<file path="src/rtl/e2p_pkg.sv">
// Types, constants and helper functions for the pyramid remap block.
// No dependencies.
package e2p_pkg;

    localparam int ANGLE_BITS    = 18;
    localparam int CORDIC_STAGES = 18;

    localparam int QW       = 20;              // Q3.16 word
    localparam int SW       = 32;              // width fed to saturation
    localparam int BW       = QW + 3;          // side-triangle scratch width
    localparam int CW       = 23;              // CORDIC x/y width
    localparam int ZW       = ANGLE_BITS + 2;  // CORDIC angle width
    localparam int PW       = ZW + 20;         // final scaling product width
    localparam int HW       = 12;              // half of the output side
    localparam int DIV_BITS = 29;              // quotient bits per divide
    localparam int NL       = 3;               // divide lanes

    localparam int LANE_X = 0;
    localparam int LANE_Y = 1;
    localparam int LANE_D = 2;

    localparam logic signed [QW-1:0] Q_MAX = QW'(524287);
    localparam logic signed [QW-1:0] Q_MIN = QW'(-524288);
    localparam logic signed [BW-1:0] ONE_B = BW'(65536);
    localparam logic signed [QW:0]   ONE_A = (QW + 1)'(65536);
    localparam logic signed [QW-1:0] NEG_HALF_SQRT2 = QW'(-46341);
    localparam logic signed [SW-1:0] HALF_SQRT2_S = SW'(46341);
    localparam logic signed [31:0]   INV_GAIN_Q30 = 32'sd652032874;

    localparam logic [13:0] SRC_MAX = 14'd8192;

    localparam logic signed [ZW-1:0] QTURN = ZW'(64'd1 << (ANGLE_BITS - 2));
    localparam logic signed [ZW:0]   HTURN_T = (ZW + 1)'(64'd1 << (ANGLE_BITS - 1));
    localparam logic signed [ZW:0]   QTURN_T = (ZW + 1)'(64'd1 << (ANGLE_BITS - 2));
    localparam logic signed [PW-1:0] TURN_P = PW'(64'd1 << ANGLE_BITS);
    localparam int ATAN_SH = 32 - ANGLE_BITS;

    localparam logic [31:0] ATAN_TURN32 [32] = '{
        32'h20000000, 32'h12E4051E, 32'h09FB385B, 32'h051111D4, 32'h028B0D43,
        32'h0145D7E1, 32'h00A2F61E, 32'h00517C55, 32'h0028BE53, 32'h00145F2F,
        32'h000A2F98, 32'h000517CC, 32'h00028BE6, 32'h000145F3, 32'h0000A2FA,
        32'h0000517D, 32'h000028BE, 32'h0000145F, 32'h00000A30, 32'h00000518,
        32'h0000028C, 32'h00000146, 32'h000000A3, 32'h00000051, 32'h00000029,
        32'h00000014, 32'h0000000A, 32'h00000005, 32'h00000003, 32'h00000001,
        32'h00000001, 32'h00000000
    };

    typedef enum logic [2:0] {
        RGN_SIDE0 = 3'd0,
        RGN_SIDE1 = 3'd1,
        RGN_SIDE2 = 3'd2,
        RGN_SIDE3 = 3'd3,
        RGN_BASE  = 3'd4
    } region_t;

    typedef enum logic [1:0] {
        CFG_OUT_SIZE   = 2'd0,
        CFG_SRC_WIDTH  = 2'd1,
        CFG_SRC_HEIGHT = 2'd2
    } cfg_idx_t;

    typedef struct packed {
        logic                         vld;
        region_t                      region;
        logic [NL-1:0]                neg;
        logic [NL-1:0][HW-1:0]        rem;
        logic [NL-1:0][DIV_BITS-1:0]  num;
    } div_t;

    typedef struct packed {
        region_t                region;
        logic signed [QW-1:0]   v2;
        logic signed [ZW-1:0]   a1;
    } side_t;

    typedef struct packed {
        logic                   vld;
        logic                   zero;
        logic signed [CW-1:0]   x;
        logic signed [CW-1:0]   y;
        logic signed [ZW-1:0]   z;
        side_t                  side;
    } cordic_t;

    // step angle of stage k, rounded half up from the 32-bit turn table
    function automatic logic signed [ZW-1:0] atan_step(input logic [4:0] k);
        logic [63:0] v;
        v = {32'd0, ATAN_TURN32[k]};
        if (ATAN_SH > 0)
        begin
            v = (v + (64'd1 << (ATAN_SH - 1))) >> ATAN_SH;
        end
        return $signed(v[ZW-1:0]);
    endfunction

    function automatic logic signed [QW-1:0] sat_q(input logic signed [SW-1:0] v);
        logic signed [QW-1:0] r;
        if (v > SW'(Q_MAX))
            r = Q_MAX;
        else if (v < SW'(Q_MIN))
            r = Q_MIN;
        else
            r = v[QW-1:0];
        return r;
    endfunction

    // left half plane: turn by a quarter so the CORDIC steps converge
    function automatic cordic_t prerot(input logic vld,
                                       input logic signed [CW-1:0] x,
                                       input logic signed [CW-1:0] y,
                                       input side_t side);
        cordic_t r;
        r.vld  = vld;
        r.side = side;
        r.zero = (x == '0) && (y == '0);
        r.x    = x;
        r.y    = y;
        r.z    = '0;
        if (x < 0)
        begin
            if (y >= 0)
            begin
                r.x = y;
                r.y = -x;
                r.z = QTURN;
            end
            else
            begin
                r.x = -y;
                r.y = x;
                r.z = -QTURN;
            end
        end
        return r;
    endfunction

endpackage

</file>
<file path="src/rtl/e2p_div_cell.sv">
// One restoring-division cell: one quotient bit for each of three lanes.
// Depends on e2p_pkg.
module e2p_div_cell
    import e2p_pkg::*;
(
    input  logic          clk,
    input  logic          rst_n,
    input  logic          en,
    input  logic [HW-1:0] half,
    input  div_t          d_in,
    output div_t          d_reg
);

    div_t d_next;

    always_comb
    begin
        logic [HW:0] tt;
        logic        ge;
        d_next = d_in;
        for (int l = 0; l < NL; l++)
        begin
            tt = {d_in.rem[l], d_in.num[l][DIV_BITS-1]};
            ge = (tt >= {1'b0, half});
            d_next.rem[l] = ge ? HW'(tt - {1'b0, half}) : tt[HW-1:0];
            // quotient bits enter at the bottom as dividend bits leave the top
            d_next.num[l] = {d_in.num[l][DIV_BITS-2:0], ge};
        end
    end

    always_ff @(posedge clk or negedge rst_n)
    begin
        if (!rst_n)
            d_reg <= '0;
        else if (en)
            d_reg <= d_next;
    end

endmodule

</file>
<file path="config.mk">
export PLATFORM = sky130hd
export DESIGN_NAME = e2p_div_cell
export DESIGN_NICKNAME = d
export VERILOG_FILES = /design/src/rtl/e2p_pkg.sv /design/src/rtl/e2p_div_cell.sv
export SDC_FILE = /design/constraint.sdc
export NUM_CORES = 1
export LEC_CHECK = 0
export BUFFER_PORTS_ARGS = -buffer_cell sky130_fd_sc_hd__buf_2
export CELL_PAD_IN_SITES_DETAIL_PLACEMENT = 0
export CELL_PAD_IN_SITES_GLOBAL_PLACEMENT = 1
export CORE_MARGIN = 2
export CORE_UTILIZATION = 37
export DETAILED_ROUTE_END_ITERATION = 12
export GPL_TIMING_DRIVEN = 1
export PLACE_DENSITY_LB_ADDON = 0.1
export SKIP_LAST_GASP = 1
export SYNTH_ARGS = -nofsm -noshare
export SYNTH_HDL_FRONTEND = slang
export SYNTH_SLANG_ARGS = --single-unit
</file>
<file path="constraint.sdc">
create_clock -name clk -period 1.3 [get_ports clk]
set_clock_uncertainty 0.15 [all_clocks]
set_input_delay 0 -clock clk [delete_from_list [all_inputs] [get_ports clk]]
set_output_delay 0 -clock clk [all_outputs]
set_load 0.01 [all_outputs]
</file>
==> results.toml <==
[cts]
cts.sinks = 130
htree_levels = 4
cts-root-buf = "clkbuf_16"
clk_latency_ns = 0.42
clk_pin_slew_worst_paths_ns = 0.07
tritoncts = "yes"
cts_buffers = 17
cts_buffer_depth = 2

[timing]
max_freq_ghz = 0.608
setup_viol = 39
relSlewSlack_pct = 68.2
hold_viol_final = 2
tns_ns = -10.36
final_max_slew_viol_count = 0
period_needed_ns = 1.64
rsz0062_at_grt = "yes"
holdWs_ns = -0.307
timing.final.crit_share_pct = 126
worstMarginPinSlew_ns = 0.476
setup_slack_ns = -0.344

[power]
powerDensity_nw_per_um2 = 1130
peakVddDrop_mv = 0.883
cellLeakagePower_nw = 5.79
report.power.total_mw = 13.9

[flow_run]
cap_violations = 0

[synth]
ys_ff_latch = 130
syn_avg_cell_area_um2 = 10.9
yosys_warnings = 0
synth_commonest_cells = "130 x dfrtp_1, 94 x mux2_2, 43 x a21oi_1"
async_reset_ff_share_pct = 100
synth_cells = 651
synth-main-ff-cell = "dfrtp_1"
synth_top_area_share_pct = 46.0
synth_nets = 835
synth.area.top_cells = "dfrtp_1 46%, mux2_2 15%, ha_1 6.4%"
yosysTopAreaCell = "dfrtp_1"
synth_cell_type_count = 56
yosysSeqAreaShare_pct = 46.0
syn_area_um2 = 7070
yosysMostFrequentCell = "dfrtp_1"
synth_edf_count = 0

[worst_setup_path]
path_buf_inv = 3
crit_required_ns = 1.45
r2r_cells = 3
crit_family = "compound AO/OA/AOI/OAI gates"
rr_startpoint = "d_reg[119]"
crit_arrival_ns = 1.80
worstPathMaxFanout = 6
rrSetupSlack_ns = 0.28
critPathSlowestCell = "a41oi_4"
critPathCaptureType = "flip-flop"
startpoint_type = "input port"
regToRegEndpoint = "d_reg[119]"
cp_cell_sequence = "buf_8 > clkinvlp_4 > ha_4 > a21o_1 > a211o_1 > a31o_1 > a41oi_4 > buf_6 > mux2i_1 > a21oi_1"
slowest_delay_ns = 0.27
critical_path_class = "in -> reg"

[floorplanning]
placementRows = 50
fp.coreArea_um2 = 18700
start_util_pct = 37.8
die_w_um = 142
io_pins = 275
die_area_um2 = 20200
die_h_um = 142

[drt]
vias = 7037
drc = 0
routed_wl_um = 24800
ant_nets = 0
wire_per_inst_um = 17.4
routed_via_density = 4.93
dr.pass1.iters = 5
drtIter0Drc = 253

[cells_and_area]
syn_to_final_growth_pct = 74.0
nets = 1363
finish.instance_area_um2 = 12300
nFillCells = 1479
drive_gt1_share_pct = 52.0
largest_reg_flops = 130

[global_route]
grt_pass1_wl_um = 38000
grt_pass1_vias = 7471
track_usage_pct = 23.8
antenna_found_initial = 2
grt_max_degree = 52
overflow = 0

[run_status]
status = "complete, but fails checks"
failed_checks = "hold timing, setup timing"

[hold_path]
hp-class = "in -> reg"
hold_depth = 3
min_to = "d_reg[111]"
worstHoldStart = "d_in[86]"

[placed_design]
dp_hpwl_um = 16900
dp_slack_ns = -0.894
dpl_cell_area_um2 = 9650
globalplace.congestion = 0.837
port_buffers = 274
## layer usage
metal | track usage, % | vias up | share of wire [%]
met3 | 4.71 | 35 | 5.6
met1 | 28.0 | 3375 | 41
met4 | 8.00 | 2 | 1.9
met5 | 0 | - | 0.052
li1 | - | 3413 | -
met2 | 43.3 | 212 | 51
## power breakdown
group / internal (mW) / leakage (nW) / switching (mW)
Clock: 2.73 / 0.285 / 2.10
Sequential: 4.55 / 1.52 / 0.279
Combinational: 2.25 / 3.99 / 1.98
Total: 9.53 / 5.79 / 4.35
## metrics by stage
stage               utilization, %  std cells
floorplan                        -        651
global placement              51.6       1252
detailed placement            51.6       1252
CTS                           64.0       1421
global route                  65.7       1427
finish                        65.7       1428
## worst min-delay path, delay by kind of cell
| family | cells | cell delay (ns) |
|---|---|---|
| compound gates | 1 | 0.07 |
| buf+inv | 1 | 0.11 |
| simple gates | 1 | 0.05 |
## final cells by class
class                      count  area (um2)  share of cell area [%]
antenna                        2        5.00                  0.0407
clock buffer                  17         425                    3.46
clock inverter                15         159                    1.29
inverter                      33         131                    1.07
multi-input combinational    460        4120                    33.5
sequential                   130        3250                    26.5
tap                          234         293                    2.38
timing repair buffer         537        3900                    31.8
## cell usage in the layout (no fill, tap or decap), types with 19 or more instances in the layout
cell | synthesis | final
buf_2 | 4 | 269
dlygate4sd3_1 | 0 | 132
dfrtp_1 | 130 | 130
buf_4 | 0 | 113
mux2_2 | 94 | 92
nor2_1 | 41 | 37
a21oi_1 | 43 | 31
inv_1 | 33 | 24
nand2_1 | 28 | 23
ha_1 | 36 | 20
clkbuf_16 | 0 | 19
## worst max-delay path by stage
stage          startpoint          to  slack [ns]  depth (start not counted)
6_report         half[10]   d_reg[93]       -0.34                         10
5_1_grt          half[10]   d_reg[93]       -0.43                         10
4_1_cts          half[10]   d_reg[87]       -0.34                         11
3_5_place_dp     half[10]  d_reg[103]       -0.89                         10
3_3_place_gp     half[10]  d_reg[103]       -0.86                         10
2_1_floorplan    half[10]   d_reg[92]       -0.61                          9
## what timing repair did
action,4_1_cts,5_1_grt
hold buffers,130,3
setup endpoints to repair,39,119
endpoints found under the hold margin,258,5
resized for setup,78,57
cloned,2,2
pin swaps,30,38
setup buffers,5,1
## cell families after synthesis
group	share of synthesized area, %
AOI/OAI and AO/OA	13.0
and+or+nand+nor	10.1
DFF	46.0
muxes	17.7
buffers and inverters	3.49
adders and majority gates	7.23
xor gates and xnor gates	2.48
No activity file was read; power rests on OpenSTA's default activity.
