$ cat config.mk
export PLATFORM = sky130hd
export DESIGN_NAME = e2p_cordic_cell
export DESIGN_NICKNAME = d
export VERILOG_FILES = /design/src/rtl/e2p_pkg.sv /design/src/rtl/e2p_cordic_cell.sv
export SDC_FILE = /design/constraint.sdc
export NUM_CORES = 1
export LEC_CHECK = 0
export BUFFER_PORTS_ARGS = -buffer_cell sky130_fd_sc_hd__buf_2
export CAP_MARGIN = 20
export CELL_PAD_IN_SITES_DETAIL_PLACEMENT = 1
export CELL_PAD_IN_SITES_GLOBAL_PLACEMENT = 1
export CORE_UTILIZATION = 40
export CTS_BUF_LIST = sky130_fd_sc_hd__clkbuf_2 sky130_fd_sc_hd__clkbuf_4 sky130_fd_sc_hd__clkbuf_8
export DETAILED_ROUTE_END_ITERATION = 12
export GPL_ROUTABILITY_DRIVEN = 0
export GPL_TIMING_DRIVEN = 1
export HOLD_SLACK_MARGIN = 0.1
export PLACE_DENSITY_LB_ADDON = 0.25
export SETUP_SLACK_MARGIN = 0.4
export SKIP_CTS_REPAIR_TIMING = 1
export SLEW_MARGIN = 20
export SYNTH_ARGS = -nofsm -noshare
export SYNTH_HDL_FRONTEND = slang
export SYNTH_SLANG_ARGS = --single-unit
$ cat constraint.sdc
create_clock -name clk -period 1 [get_ports clk]
set_input_delay 0.15 -clock clk [delete_from_list [all_inputs] [get_ports clk]]
set_output_delay 0.15 -clock clk [all_outputs]
set_load 0.05 [all_outputs]
$ cat src/rtl/e2p_pkg.sv
// Types, constants and helper functions for the pyramid remap block.
// No dependencies.
package e2p_pkg;

    localparam int ANGLE_BITS    = 18;
    localparam int CORDIC_STAGES = 18;

    localparam int QW       = 20;              // Q3.16 word
    localparam int SW       = 32;              // width fed to saturation
    localparam int BW       = QW + 3;          // side-triangle scratch width
    localparam int CW       = 23;              // CORDIC x/y width
    localparam int ZW       = ANGLE_BITS + 2;  // CORDIC angle width
    localparam int PW       = ZW + 20;         // final scaling product width
    localparam int HW       = 12;              // half of the output side
    localparam int DIV_BITS = 29;              // quotient bits per divide
    localparam int NL       = 3;               // divide lanes

    localparam int LANE_X = 0;
    localparam int LANE_Y = 1;
    localparam int LANE_D = 2;

    localparam logic signed [QW-1:0] Q_MAX = QW'(524287);
    localparam logic signed [QW-1:0] Q_MIN = QW'(-524288);
    localparam logic signed [BW-1:0] ONE_B = BW'(65536);
    localparam logic signed [QW:0]   ONE_A = (QW + 1)'(65536);
    localparam logic signed [QW-1:0] NEG_HALF_SQRT2 = QW'(-46341);
    localparam logic signed [SW-1:0] HALF_SQRT2_S = SW'(46341);
    localparam logic signed [31:0]   INV_GAIN_Q30 = 32'sd652032874;

    localparam logic [13:0] SRC_MAX = 14'd8192;

    localparam logic signed [ZW-1:0] QTURN = ZW'(64'd1 << (ANGLE_BITS - 2));
    localparam logic signed [ZW:0]   HTURN_T = (ZW + 1)'(64'd1 << (ANGLE_BITS - 1));
    localparam logic signed [ZW:0]   QTURN_T = (ZW + 1)'(64'd1 << (ANGLE_BITS - 2));
    localparam logic signed [PW-1:0] TURN_P = PW'(64'd1 << ANGLE_BITS);
    localparam int ATAN_SH = 32 - ANGLE_BITS;

    localparam logic [31:0] ATAN_TURN32 [32] = '{
        32'h20000000, 32'h12E4051E, 32'h09FB385B, 32'h051111D4, 32'h028B0D43,
        32'h0145D7E1, 32'h00A2F61E, 32'h00517C55, 32'h0028BE53, 32'h00145F2F,
        32'h000A2F98, 32'h000517CC, 32'h00028BE6, 32'h000145F3, 32'h0000A2FA,
        32'h0000517D, 32'h000028BE, 32'h0000145F, 32'h00000A30, 32'h00000518,
        32'h0000028C, 32'h00000146, 32'h000000A3, 32'h00000051, 32'h00000029,
        32'h00000014, 32'h0000000A, 32'h00000005, 32'h00000003, 32'h00000001,
        32'h00000001, 32'h00000000
    };

    typedef enum logic [2:0] {
        RGN_SIDE0 = 3'd0,
        RGN_SIDE1 = 3'd1,
        RGN_SIDE2 = 3'd2,
        RGN_SIDE3 = 3'd3,
        RGN_BASE  = 3'd4
    } region_t;

    typedef enum logic [1:0] {
        CFG_OUT_SIZE   = 2'd0,
        CFG_SRC_WIDTH  = 2'd1,
        CFG_SRC_HEIGHT = 2'd2
    } cfg_idx_t;

    typedef struct packed {
        logic                         vld;
        region_t                      region;
        logic [NL-1:0]                neg;
        logic [NL-1:0][HW-1:0]        rem;
        logic [NL-1:0][DIV_BITS-1:0]  num;
    } div_t;

    typedef struct packed {
        region_t                region;
        logic signed [QW-1:0]   v2;
        logic signed [ZW-1:0]   a1;
    } side_t;

    typedef struct packed {
        logic                   vld;
        logic                   zero;
        logic signed [CW-1:0]   x;
        logic signed [CW-1:0]   y;
        logic signed [ZW-1:0]   z;
        side_t                  side;
    } cordic_t;

    // step angle of stage k, rounded half up from the 32-bit turn table
    function automatic logic signed [ZW-1:0] atan_step(input logic [4:0] k);
        logic [63:0] v;
        v = {32'd0, ATAN_TURN32[k]};
        if (ATAN_SH > 0)
        begin
            v = (v + (64'd1 << (ATAN_SH - 1))) >> ATAN_SH;
        end
        return $signed(v[ZW-1:0]);
    endfunction

    function automatic logic signed [QW-1:0] sat_q(input logic signed [SW-1:0] v);
        logic signed [QW-1:0] r;
        if (v > SW'(Q_MAX))
            r = Q_MAX;
        else if (v < SW'(Q_MIN))
            r = Q_MIN;
        else
            r = v[QW-1:0];
        return r;
    endfunction

    // left half plane: turn by a quarter so the CORDIC steps converge
    function automatic cordic_t prerot(input logic vld,
                                       input logic signed [CW-1:0] x,
                                       input logic signed [CW-1:0] y,
                                       input side_t side);
        cordic_t r;
        r.vld  = vld;
        r.side = side;
        r.zero = (x == '0) && (y == '0);
        r.x    = x;
        r.y    = y;
        r.z    = '0;
        if (x < 0)
        begin
            if (y >= 0)
            begin
                r.x = y;
                r.y = -x;
                r.z = QTURN;
            end
            else
            begin
                r.x = -y;
                r.y = x;
                r.z = -QTURN;
            end
        end
        return r;
    endfunction

endpackage

$ cat src/rtl/e2p_cordic_cell.sv
// One CORDIC vectoring cell; the stage index sets shift and step angle.
// Depends on e2p_pkg.
module e2p_cordic_cell
    import e2p_pkg::*;
(
    input  logic       clk,
    input  logic       rst_n,
    input  logic       en,
    input  logic [4:0] stage,
    input  cordic_t    c_in,
    output cordic_t    c_reg
);

    cordic_t              c_next;
    logic signed [CW-1:0] dx;
    logic signed [CW-1:0] dy;
    logic signed [ZW-1:0] at;

    always_comb
    begin
        dx     = c_in.y >>> stage;
        dy     = c_in.x >>> stage;
        at     = atan_step(stage);
        c_next = c_in;
        // zero vector stays at angle 0, magnitude 0
        if (!c_in.zero)
        begin
            if (c_in.y > 0)
            begin
                c_next.x = c_in.x + dx;
                c_next.y = c_in.y - dy;
                c_next.z = c_in.z + at;
            end
            else
            begin
                c_next.x = c_in.x - dx;
                c_next.y = c_in.y + dy;
                c_next.z = c_in.z - at;
            end
        end
    end

    always_ff @(posedge clk or negedge rst_n)
    begin
        if (!rst_n)
            c_reg <= '0;
        else if (en)
            c_reg <= c_next;
    end

endmodule

==> flow_summary.yaml, run 1 <==
cts:
  max-clock-path-buffers: 2
  cts-htree-levels: 3
  number_of_buffers_created_by_cts: 9
  tritoncts_sinks: 111
  clock_tree.root_cell: "clkbuf_8"
die:
  initial_core_util: 0.407
  row_count: 63
  die_h_um: 175
  die_extent_in_x_um: 175
  io_pins: 230
global_route:
  overall_routing_resource_usage: 0.736
  antenna_found_initial: 13
  largest_net_degree_at_the_start_of_global_routing: 49
  total_congestion_overflow: 109
sta:
  timing.worst_endpoint.kind: "register data pin"
  timing.grt.repair.worst_endpoint: "c_reg[85]$_DFFE_PN0P_/D"
synth:
  postSynth.asyncResetShare: 1.00
  synth-edff-count: 0
  mappedNetlistNets: 1593
  syn_area_mm2: 0.0120
  syn_area_per_cell_um2: 8.60
  ys_warn_count: 0
  synth_ff_type: "dfrtp_1"
  synth.ff_latch_count: 111
  number_of_distinct_standard_cells_referenced_by_the_synthesized_netlist: 83
  yosysSeqAreaShare: 0.231
  post_synth_inst_count: 1398
outcome:
  haltStage: "5_1_grt"
  outcome: "aborted with a tool error"
  run.stop_error: "[ERROR GRT-0232] Routing congestion too high. Check the congestion heatmap in the GUI."
placed_design:
  placement.cell_area_mm2: 0.0179
  place.port_buffers: 229
  place_worst_setup_slack_ps: -4340
  place.detailed.hpwl_um: 45000
[synth_stat cells (17+ instances only)]
library cell  count  area share
a211oi_1         22       0.014
a21o_1           18       0.011
a21oi_1         158       0.066
a31oi_1          19      0.0099
and3_1           18      0.0094
clkbuf_1         52       0.016
dfrtp_1         111        0.23
ha_1             73       0.076
inv_1            40       0.012
mux2_2           67       0.063
mux2i_1          42       0.035
mux4_2           45       0.084
nand2_1          94       0.029
nand2b_1         21       0.011
nand3_1          17      0.0071
nor2_1          153       0.048
nor3_1           20      0.0083
o21ai_0          67       0.028
xnor2_1          61       0.044
xor2_1           51       0.037
[metal layers]
metal	global-route usage	overflow
met4	0.770	39
met5	0.179	1
met3	0.510	3
met2	0.951	63
met1	0.735	3
[cell families after synthesis]
kind of cell | Yosys count | share of synthesized area
simple gates | 406 | 0.160
flops | 111 | 0.231
compound gates | 410 | 0.217
buf+inv | 125 | 0.0430
fa+ha+maj | 76 | 0.0810
mux | 158 | 0.186
xor+xnor | 112 | 0.0816
[metrics by stage]
step           hold WS, ps  std cells
3_3_place_gp          14.7       2425
3_5_place_dp          17.3       2425
2_1_floorplan         -146       1398
4_1_cts               -448       2441
==> run 2, diff against run 1 <==
CELL_PAD_IN_SITES_DETAIL_PLACEMENT = unset   (was 1)
CELL_PAD_IN_SITES_GLOBAL_PLACEMENT = unset   (was 1)
CORE_UTILIZATION = 25   (was 40)
CTS_BUF_LIST = unset   (was sky130_fd_sc_hd__clkbuf_2 sky130_fd_sc_hd__clkbuf_4 sky130_fd_sc_hd__clkbuf_8)
HOLD_SLACK_MARGIN = unset   (was 0.1)
PLACE_DENSITY_LB_ADDON = 0.15   (was 0.25)
SETUP_SLACK_MARGIN = unset   (was 0.4)
==> run 2 against run 1 <==
  * The flow now finishes, with violations (negative hold slack, negative setup slack)
  * Area after synthesis unchanged
  * Synthesized cell count unchanged
==> flow_summary.yaml, run 2 <==
setup_path:
  timing.setup.critical_path_class: "in -> reg"
  cp-start-kind: "input pin"
  worst_path_max_fanout: 8
  setup.worst_path.end_class: "flop"
  critPathArrivalTime_ps: 4820
  cp_data_required_time_ps: 1280
global_route:
  antenna_found_initial: 2
  globalRouteMet1Util: 0.246
  first_global_vias: 13700
  met2_usage: 0.355
  grt.met3_usage: 0.0374
  total_congestion_overflow: 0
  largest_net_degree_at_the_start_of_global_routing: 39
  grt_pass1_wl_um: 77400
  overall_routing_resource_usage: 0.201
  top_usage_layer: "met2"
pwr:
  total_power_uw: 29200
  power.density_mw_per_mm2: 1350
  ir_worst_vdd_v: 0.00115
  total_leakage_power_uw: 0.00969
die:
  initial_core_util: 0.256
  row_count: 79
  core_mm2: 0.0470
  die_h_um: 221
  io_pins: 230
  die_extent_in_x_um: 221
  die_area_mm2: 0.0489
outcome:
  outcome: "finished, violations left"
  violations_in_the_final_reports: "negative hold slack, negative setup slack"
synth:
  yosysSeqAreaShare: 0.231
  yosysTopAreaCellShare: 0.231
  synth_ff_type: "dfrtp_1"
  yosys.cell_count.top_type: "a21oi_1"
  mappedNetlistNets: 1593
  syn_area_per_cell_um2: 8.60
  syn_area_mm2: 0.0120
  postSynth.asyncResetShare: 1.00
  ranking_of_synthesized_cells_by_area: "dfrtp_1 (23%), mux4_2 (8.4%), ha_1 (7.6%)"
  synth.ff_latch_count: 111
  ys_warn_count: 0
  synth-edff-count: 0
  synth_top_cells_by_count: "a21oi_1 (158), nor2_1 (153), dfrtp_1 (111)"
  number_of_distinct_standard_cells_referenced_by_the_synthesized_netlist: 83
  synth_area_leader_cell: "dfrtp_1"
  post_synth_inst_count: 1398
cts:
  cts-htree-levels: 3
  cts_tree: "yes"
  clk_transition_reported_paths_ps: 90
  tritoncts_sinks: 111
  max-clock-path-buffers: 2
  worst_skew_pair.late_latency_ps: 370
  number_of_buffers_created_by_cts: 9
  clock_tree.root_cell: "clkbuf_16"
sta:
  timing.slew.headroom: 0.539
  hold_viol: 1
  min_period_over_period: 4.54
  tightestPinTransition_ps: 687
  fin_ws_ps: -3540
  timing.clock.skew_ps: 0
  layout_min_cycle_time_ps: 4540
  final-setup-viol-count: 177
  final.hold.worst_slack_ps: -5.04
  setup_repair_after_global_routing_missed_its_margin: "yes"
  timing_limited_maximum_frequency_mhz: 220
  slew_violations: 0
routing:
  initialDrtViolationCount: 729
  finalWirelength_um: 52600
  first_pass_iters: 5
  avgViaCountPerCell: 5.03
  routedWlPerCell_um: 18.9
  remaining_number_of_nets_flagged_by_the_antenna_check_after_routing: 0
  detailroute.via_count: 14000
  drc: 0
layout:
  most_used_cells_in_the_layout_excluding_fill_and_tap_cells: "buf_4 (516), buf_6 (148), nor2_1 (125)"
  antenna_cells: 0
  regArea_mm2: 0.00278
  design.final.nets: 2363
  largest_register_ffs: 111
  final_instance_area_mm2: 0.0217
  area.growth.synth_to_final_pct: 80.3
  most_common_cell_after_layout_fill_and_taps_aside: "buf_4"
  post-route-util: 0.461
  final_layout_size_suffix_gt1_frac: 0.564
  multi_input_comb_area_mm2: 0.0106
  layout.filler_cells: 4523
placed_design:
  place.detailed.hpwl_um: 41600
  place_worst_setup_slack_ps: -3980
  placement.cell_area_mm2: 0.0180
  place.port_buffers: 229
run:
  timing.max_cap.violations: 0
worst_hold_path:
  min-delay-path-class: "in -> reg"
==> run 2: path summary, 6_finish.rpt <==
path / start / endpoint / slack, ps / depth (start not counted)
setup reg to reg: c_reg[82]$_DFFE_PN0P_ / c_reg[82]$_DFFE_PN0P_ / 30 / 2
setup / recovery: stage[0] / c_reg[82]$_DFFE_PN0P_ / -3540 / 23
max in group asynchronous: rst_n / c_reg[43]$_DFFE_PN0P_ / 330 / 3
hold / removal: c_in[21] / c_reg[21]$_DFFE_PN0P_ / -5 / 2
hold reg to reg: c_reg[106]$_DFFE_PN0P_ / c_reg[106]$_DFFE_PN0P_ / 510 / 1
min in group asynchronous: rst_n / c_reg[85]$_DFFE_PN0P_ / 160 / 2
==> run 2: critical path, stage by stage <==
cell and delay, ps:
buf_12 110, buf_12 140, buf_6 110, mux2_4 310
o2bb2ai_4 130, or3b_4 420, mux4_2 550, inv_2 110
ha_4 140, nor3b_4 200, and2_4 190, a21oi_2 50
xor2_1 140, ha_1 320, and3_4 170, a221o_1 430
nor2b_2 190, a21oi_2 130, a31oi_2 120, o21ai_1 200
nand2_1 80, xor2_1 140, a221o_1 290
==> run 2: cell type report <==
type,instances,area share
clock buffer,10,0.0106
clock inverter,6,0.00422
inverter,43,0.00832
multi-input combinational,1162,0.489
sequential,111,0.128
tap,607,0.0351
timing repair buffer,841,0.324
==> run 2: report_power, final <==
part | internal (µW) | switching, µW
clock network | 2020 | 1970
logic | 9360 | 10100
registers | 5220 | 550
total | 16600 | 12600
==> run 2: per-stage QoR <==
step,setup TNS (ps),instances
after global placement,-216640,2639
after floorplan,-178580,1398
after CTS,-210280,2655
after detailed placement,-219000,2639
final,-195740,2780
after global routing,-209810,2780
==> run 2: metal layers <==
| layer | vias to the layer above | share of wire |
|---|---|---|
| li1 | 6711 | - |
| met1 | 6835 | 0.42 |
| met2 | 365 | 0.51 |
| met3 | 67 | 0.050 |
| met4 | 2 | 0.030 |
| met5 | - | 0.00015 |
==> run 2: logic make-up (layout without fill, tap and decap cells) <==
kind of cell,Yosys count,in the layout,synth area share
fa+ha+maj,76,76,0.0810
simple gates,406,406,0.160
flops,111,111,0.231
buf+inv,125,900,0.0430
compound gates,410,410,0.217
xor+xnor,112,112,0.0816
mux,158,158,0.186
No activity file was read; power rests on OpenSTA's default activity.
==> run 3, diff against run 2 <==
RECOVER_POWER = 25   (was unset)
==> run 3 against run 2 <==
  * The flow still finishes with violations (negative hold slack, negative setup slack)
  * Final cell count is the same
  * Critical path depth unchanged
  * Setup slack improved by 0.56 ps
  * Largest cell class unchanged
  * Sequential cell count did not move
  * Global-route usage is the same
  * Routed wire length is 0.14% higher
  * Combinational power about the same
  * Worst hold slack hardly changed
==> flow_summary.yaml, run 3 (same netlist as run 2, synthesis figures left out) <==
setup_path:
  worst_path_max_fanout: 8
  timing.setup.critical_path_class: "in -> reg"
  worst_r2r_startpoint: "c_reg[82]$_DFFE_PN0P_"
  cp-start-kind: "input pin"
  setup.worst_path.end_class: "flop"
  r2r.worst_path.cells: 2
  r2r_path_end: "c_reg[82]$_DFFE_PN0P_"
  critPathArrivalTime_ps: 4810
  cp_data_required_time_ps: 1270
  rrSetupSlack_ps: 30
pwr:
  switching_power_uw: 12600
  pwr-share-comb: 0.666
  internal-power_uw: 16600
  total_power_uw: 29200
  p_seq_frac: 0.197
  ir_worst_vdd_v: 0.00115
  clock_power_share: 0.136
  switching_share: 0.432
  power.density_mw_per_mm2: 1350
  total_leakage_power_uw: 0.00969
placed_design:
  place.port_buffers: 229
  place.detailed.hpwl_um: 41600
  placement.cell_area_mm2: 0.0180
sta:
  timing.clock.skew_ps: 0
  final-setup-viol-count: 177
  timing_limited_maximum_frequency_mhz: 220
  timing.slew.headroom: 0.521
  tightestPinTransition_ps: 714
  setup_repair_after_global_routing_missed_its_margin: "yes"
  layout_min_cycle_time_ps: 4540
  final.hold.worst_slack_ps: -5.11
  slew_violations: 0
  fin_ws_ps: -3540
  min_period_over_period: 4.54
  hold_viol: 1
layout:
  area.growth.synth_to_final_pct: 80.1
  antenna_cells: 0
  largest_register_ffs: 111
  most_used_cells_in_the_layout_excluding_fill_and_tap_cells: "buf_4 (512), buf_6 (149), nor2_1 (125)"
  final_instance_area_mm2: 0.0216
  design.final.nets: 2363
  final_layout_size_suffix_gt1_frac: 0.564
  most_common_cell_after_layout_fill_and_taps_aside: "buf_4"
die:
  core_mm2: 0.0470
  initial_core_util: 0.256
  row_count: 79
  die_area_mm2: 0.0489
  die_extent_in_x_um: 221
  die_h_um: 221
  io_pins: 230
global_route:
  first_global_vias: 13700
  total_congestion_overflow: 0
  grt_pass1_wl_um: 77400
  antenna_found_initial: 2
  largest_net_degree_at_the_start_of_global_routing: 39
  overall_routing_resource_usage: 0.201
worst_hold_path:
  worst_hold_startpoint: "c_in[21]"
  cell_count_of_the_worst_hold_path: 2
  min-delay-path-class: "in -> reg"
  hold_end: "c_reg[21]$_DFFE_PN0P_"
run:
  timing.max_cap.violations: 0
routing:
  remaining_number_of_nets_flagged_by_the_antenna_check_after_routing: 0
  routedWlPerCell_um: 19.0
  initialDrtViolationCount: 712
  detailroute.via_count: 14000
  finalWirelength_um: 52700
  drc: 0
  first_pass_iters: 5
  avgViaCountPerCell: 5.03
cts:
  number_of_buffers_created_by_cts: 9
  tritoncts_sinks: 111
  cts-htree-levels: 3
  max-clock-path-buffers: 2
  clk_transition_reported_paths_ps: 90
  worst_skew_pair.late_latency_ps: 370
  cts_tree: "yes"
  clock_tree.root_cell: "clkbuf_16"
outcome:
  violations_in_the_final_reports: "negative hold slack, negative setup slack"
  outcome: "finished, violations left"
==> run 3: cell count changes in the layout (fill, tap and decap cells not counted), sizes merged <==
| cell | change |
|---|---|
| clkbuf | +4 |
| buf | -4 |
==> run 3: area by class of cell <==
type,count,area (µm²)
Fill cell,4526,25300
Inverter,43,180
Multi-Input combinational cell,1162,10600
Tap cell,607,759
Sequential cell,111,2780
Timing Repair Buffer,841,7010
Clock inverter,6,91.3
Clock buffer,10,229
==> run 3: stage by stage <==
stage | TNS, ps | util | hold WS, ps | setup slack [ps] | instances
2_1_floorplan | -178580 | - | -146 | -3460 | 1398
3_3_place_gp | -216640 | 0.382 | 35.3 | -3950 | 2639
3_5_place_dp | -219000 | 0.382 | 35.0 | -3980 | 2639
4_1_cts | -210280 | 0.389 | -401 | -3580 | 2655
5_1_grt | -210070 | 0.461 | -13.6 | -3660 | 2780
6_report | -195630 | 0.461 | -5.11 | -3540 | 2780
==> run 3: how the worst max path moves through the flow <==
stage             start                      to  slack, ps
2_1_floorplan  stage[0]  c_reg[108]$_DFFE_PN0P_      -3460
6_report       stage[0]   c_reg[82]$_DFFE_PN0P_      -3540
3_5_place_dp   stage[0]  c_reg[108]$_DFFE_PN0P_      -3980
5_1_grt        stage[0]   c_reg[82]$_DFFE_PN0P_      -3660
3_3_place_gp   stage[0]  c_reg[108]$_DFFE_PN0P_      -3950
4_1_cts        stage[2]   c_reg[62]$_DFFE_PN0P_      -3580
==> run 3: worst max-delay path: stages <==
cell       delay, ps
buf_12           110
buf_12           140
buf_6            110
mux2_4           310
o2bb2ai_4        130
or3b_4           420
mux4_2           550
inv_2            110
ha_4             140
nor3b_4          200
and2_4           190
a21oi_2           50
xor2_1           140
ha_1             320
and3_4           170
a221o_1          430
nor2b_2          190
a21oi_2          130
a31oi_2          120
o21ai_1          200
nand2_1           80
xor2_1           140
a221o_1          290
==> run 3: power by group through the flow <==
stage	sequential [µW]	clock (µW)	combinational, µW
final	5760	3980	19500
after global routing	5850	4310	20800
after CTS	5590	4180	15300
after detailed placement	5670	0	15300
after global placement	5650	0	15200
after floorplan	8260	0	6600
==> run 3: routing by layer <==
layer,vias to the layer above,share of wire,global-route usage
li1,6710,-,-
met3,64,0.051,0.0374
met5,-,0.00015,0
met4,2,0.029,0.0609
met2,359,0.50,0.355
met1,6843,0.41,0.246
